File: src/hdl/ct11_pkg.sv
// ---------------------------------------------------------------------------
// ct11_pkg - shared constants for the 11x11 census transform
// Window geometry, field widths, register indexes and reset values.
// ---------------------------------------------------------------------------
package ct11_pkg;

	// window geometry
	localparam int WIN   = 11;
	localparam int HALF  = 5;
	localparam int LINES = WIN - 1;

	// field widths
	localparam int PIX_W   = 8;
	localparam int CFG_W   = 12;
	localparam int CTR_W   = 11;
	localparam int DESC1_W = 64;
	localparam int DESC2_W = 56;
	localparam int DESC_W  = DESC1_W + DESC2_W;
	localparam int LINE_W  = LINES * PIX_W;

	// output stream word: center_row, center_col, desc_first, desc_second
	localparam int OUT_BITS = 2 * CTR_W + DESC_W;
	localparam int OUT_W    = ((OUT_BITS + 7) / 8) * 8;

	// configuration registers
	localparam int CFG_IDX_W = 1;
	localparam logic [CFG_IDX_W-1:0] REG_IMAGE_WIDTH  = 1'd0;
	localparam logic [CFG_IDX_W-1:0] REG_IMAGE_HEIGHT = 1'd1;
	localparam logic [CFG_W-1:0]     RST_WIDTH        = 12'd640;
	localparam logic [CFG_W-1:0]     RST_HEIGHT       = 12'd480;

	// default geometry limits
	localparam int DEF_MAX_WIDTH  = 2048;
	localparam int DEF_MAX_HEIGHT = 2048;

endpackage

File: src/hdl/ct11_window.sv
// ---------------------------------------------------------------------------
// ct11_window - 11x11 window registers and census compare
// Shifts a new column in on the right and compares every neighbor of the
// shifted window against its center.
// ---------------------------------------------------------------------------
module ct11_window (
	input  logic                                            clk,
	input  logic                                            shift,
	input  logic [ct11_pkg::WIN-1:0][ct11_pkg::PIX_W-1:0]   column,
	output logic [ct11_pkg::DESC_W-1:0]                     desc
);

	localparam int CENTER_IDX = ct11_pkg::HALF * ct11_pkg::WIN + ct11_pkg::HALF;

	logic [ct11_pkg::PIX_W-1:0] win_q [ct11_pkg::WIN][ct11_pkg::WIN];
	logic [ct11_pkg::PIX_W-1:0] nxt   [ct11_pkg::WIN][ct11_pkg::WIN];

	// window after the shift: every row moves left, new column on the right
	always_comb begin
		for (int k = 0; k < ct11_pkg::WIN; k++) begin
			for (int l = 0; l < ct11_pkg::WIN - 1; l++) begin
				nxt[k][l] = win_q[k][l+1];
			end
			nxt[k][ct11_pkg::WIN-1] = column[k];
		end
	end

	// window registers, no reset
	always_ff @(posedge clk) begin
		if (shift) begin
			win_q <= nxt;
		end
	end

	// census bits: row by row, center skipped, first neighbor at the top bit
	always_comb begin
		int idx;
		int n;
		desc = '0;
		for (int k = 0; k < ct11_pkg::WIN; k++) begin
			for (int l = 0; l < ct11_pkg::WIN; l++) begin
				idx = k * ct11_pkg::WIN + l;
				n   = (idx > CENTER_IDX) ? idx - 1 : idx;
				if (idx != CENTER_IDX) begin
					desc[ct11_pkg::DESC_W-1-n] =
						(nxt[k][l] < nxt[ct11_pkg::HALF][ct11_pkg::HALF]);
				end
			end
		end
	end

endmodule

File: config.mk
export PLATFORM = sky130hd
export DESIGN_NAME = ct11_window
export DESIGN_NICKNAME = d
export VERILOG_FILES = /design/src/hdl/ct11_pkg.sv /design/src/hdl/ct11_window.sv
export SDC_FILE = /design/constraint.sdc
export NUM_CORES = 1
export LEC_CHECK = 0
export ABC_AREA = 1
export BUFFER_PORTS_ARGS = -buffer_cell sky130_fd_sc_hd__buf_2
export CAP_MARGIN = 10
export CORE_AREA = 3 3 306 308
export DETAILED_ROUTE_END_ITERATION = 8
export DIE_AREA = 0 0 309 311
export GPL_TIMING_DRIVEN = 1
export PLACE_DENSITY = 0.67
export SLEW_MARGIN = 20
export SYNTH_ARGS = -nofsm -noshare
export SYNTH_HDL_FRONTEND = slang
export SYNTH_SLANG_ARGS = --single-unit
File: constraint.sdc
create_clock -name clk -period 5.1 [get_ports clk]
set_input_delay 0 -clock clk [delete_from_list [all_inputs] [get_ports clk]]
set_output_delay 0 -clock clk [all_outputs]
set_load 0.02 [all_outputs]
## Word level (Yosys, flattened, before mapping)

Index checks and enable logic that the tools add are counted.

- Bits in registers: 880
- Input bits: 90
- Output and inout bits: 120
- Logic and storage cells: 230

- $lt $le $gt $ge: 120

Operator list:

| kind | number |
|---|---|
| $lt A8 B8 Y1 | 120 |

## Depth between registers and ports, before layout

- Depth after elaboration: 1
- Gate-level depth with buffers: 8
- Gate-level depth less buffers: 7

## Least setup slack after synthesis

Ideal clock, no wire load.

- Path kind: reg2out
- From: register win_q, in the netlist nxt[487]
- To: output desc[36] (netlist bit)
- Arrival time: 3519 ps
- Required time: 5100 ps
- Path slack: 1581 ps
- Stages on the path, launching flop included: 6
- Path buffers: 0
- Cell sequence: edfxtp_1 -> inv_1 -> ha_1 -> a21oi_1 -> o21ai_0 -> a21oi_1

- Word-level cells in the longest chain between the ends: 1

RTL lines:

| what | line | source |
|---|---|---|
| start: declaration | ct11_window.sv:15 | `logic [ct11_pkg::PIX_W-1:0] win_q [ct11_pkg::WIN][ct11_pkg::WIN];` |
| start signal: assignment | ct11_window.sv:31 | `win_q <= nxt;` |
| $lt A8 B8 Y1 | ct11_window.sv:46 | `(nxt[k][l] < nxt[ct11_pkg::HALF][ct11_pkg::HALF]);` |
| end: declaration | ct11_window.sv:10 | `output logic [ct11_pkg::DESC_W-1:0] desc` |

Every way passes these cells.

## Worst setup path after layout

- From: register win_q, in the netlist nxt[487]
- To: output desc[102] (netlist bit)

The elaborated chain is that of the path after synthesis.

==> summary.txt <==
CTS
  – H-tree Lvls: 3
  – Register clock-pin slew on the reported worst setup and hold paths: 0.06 ns
  – CTS Buf Count: 96
  – Setup bufs post-CTS: 0
  – TritonCTS clock tree: done
  – Max Root-Sink Buffers: 3
  – Post-cts hold buffer count: 89
  – Clk Latency, worst-skew pair: 0.65 ns
  – Clock Sinks: 880
  – Post-CTS sizing: 0
  – Root Driver: clkbuf_16

Timing
  – Slew headroom: 30.4%
  – Post-Route Setup TNS: 0 ns
  – Max Clk Rate: roughly 300 MHz
  – Final worst-path cycle share: between 60% and 70%
  – Hold Slack: 0.0743 ns
  – Slew Limit Fails: 0
  – Unrepaired setup endpoints after global routing: false
  – # setup viols final: 0
  – Crit path time final: 3.37 ns
  – Final worst slack: 1.73 ns
  – Clock Skews: 0.0178 ns
  – Worst-margin pin slew: 1.04 ns
  – Final Hold Fails: 0

Detailed routing
  – WL final: around 84,000 um
  – WL per Instance: between 15 and 20 um
  – # DRC: 0
  – Final ANT Viol Nets: 0
  – Initial DRC count: ~1,400
  – Vias per inst: 5.13
  – Drt pass-1 iters: 7
  – Vias: 28,001

Placed design
  – Post-Place Cells: 5,187
  – DP HPWL: between 50,000 and 60,000 um
  – Port Buf Inserts: 209
  – Final GP Congestion: roughly 0.76
  – DP Worst Slack: 2.35 ns
  – Cell area after placement: 48,200 um^2

Floorplan
  – Initial core utilization: 49.8%
  – Die height: around 310 um
  – Chip Width: slightly above 300 um
  – Die ar.: 96,100 um^2
  – Row cnt: 111
  – CORE AREA: between 90,000 and 100,000 um^2
  – Ports: 210

Setup path
  – CP startpoint kind: register
  – R2R Path End: nxt[488]$_DFFE_PP_
  – R2R depth: 0
  – Crit. End Element: primary output
  – Critical Path RT: 5.10 ns
  – R2R setup slack: 4.10 ns
  – Worst reg2reg startpoint: nxt[480]$_DFFE_PP_
  – CP arrival: between 3 and 4 ns
  – Kind of critical path: reg -> out
  – Max FO, Critical Path: 88

Synth
  – Post-synthesis sequential area ratio: 58.1%
  – Yosys warnings: 0
  – Post-Synthesis Cell Area: 45,500 um^2
  – Mean Syn Cell Area: 12.0 um^2
  – Distinct cells, synth: 10
  – Cell accounting for the most synthesized area: edfxtp_1
  – Top cells by area, synth: edfxtp_1 (58%), ha_1 (23%), nand2_1 (7.9%)
  – Cells after Synth: 3,780
  – Synthesized flop and latch total: 880
  – Post-synth top area share: 58.1%
  – Syn nets: 4,710

Final layout
  – Max reg flops: 880
  – Most common cell after layout, fill and taps aside: nand2_1
  – Finished Layout Cells: roughly 5,500
  – Highest-count cells in the layout ignoring fill and taps: nand2_1 (960), edfxtp_1 (880), ha_1 (840)
  – P&R area growth vs syn: 14.4%
  – Layout cells sized above 1: 8.63%
  – # nets final: a little over 5,000
  – Design area: 52,000 um^2
  – Fin util: approximately 57%

Global route
  – Largest net degree at the start of global routing: 147
  – Initial antenna violation count: 10
  – GR Util All Layers: 17.7%
  – GRT Residual Overflow: 0
  – First-pass GRT wire length: 138,000 um
  – Vias in the first global route: about 28,000

Hold path
  – WHS Endpoint: nxt[542]$_DFFE_PP_
  – Worst Hold Depth: 2
  – Worst Hold Launch: column[38]
  – Min-delay worst type: in -> reg

Power
  – Tot Pwr: roughly 17 mW
  – PD cells: between 300 and 400 nW/um^2
  – Peak VDD IR: approximately 0.24 mV
  – Static Leak: approximately 23 nW

Flow run
  – Maximum capacitance violations: 0

Outcome
  – Outcome: finished clean
[cell families after synthesis]
logic type	count (synthesis)	synth area share, %
simple gates	1080	8.91
flops	880	58.1
fa+ha+maj	840	23.1
compound gates	600	6.60
buf+inv	380	3.31
[power breakdown]
group | internal [mW] | switching, mW | leakage [nW]
clock network | 3.72 | 2.79 | 1.44
registers | 8.48 | 0.216 | 8.61
logic | 0.823 | 1.39 | 13.3
[how the worst max path moves through the flow]
stage	start	to	slack, ns
after floorplan	nxt[487]$_DFFE_PP_	desc[36]	1.58
after global placement	nxt[487]$_DFFE_PP_	desc[104]	2.41
after detailed placement	nxt[487]$_DFFE_PP_	desc[83]	2.35
after CTS	nxt[487]$_DFFE_PP_	desc[102]	1.61
after global routing	nxt[487]$_DFFE_PP_	desc[85]	1.48
final	nxt[487]$_DFFE_PP_	desc[102]	1.73
[area by class of cell]
class	instances	area, um^2
fillers	7340	39300
flip-flops and latches	880	26400
multi-input cells	2520	17600
clock buffers	119	2530
repair buffers	323	2200
well taps	1186	1480
inverters	367	1410
clock inverters	57	404
diodes	6	15.0
[critical path: stages, from the launching register on]
cell,delay [ns]
edfxtp_1,0.44
inv_6,0.71
buf_4,0.58
ha_1,0.34
a21oi_1,0.16
o21ai_0,0.10
a21oi_1,0.15
buf_2,0.19
[routing by layer]
metal / vias to the layer above / GRT usage, % / share of wire (%)
met5: - / 0 / 0.044
met4: 6 / 5.57 / 2.6
met3: 144 / 3.06 / 4.1
met2: 408 / 30.0 / 48
met1: 13153 / 23.1 / 45
li1: 14290 / - / -
[Yosys cell counts]
library cell  instances
nand2_1             960
edfxtp_1            880
ha_1                840
a21oi_1             480
inv_1               367
nor2_1              120
o21ai_0             120
buf_6                10
buf_2                 2
buf_4                 1
(Power assumes the default switching activity.)
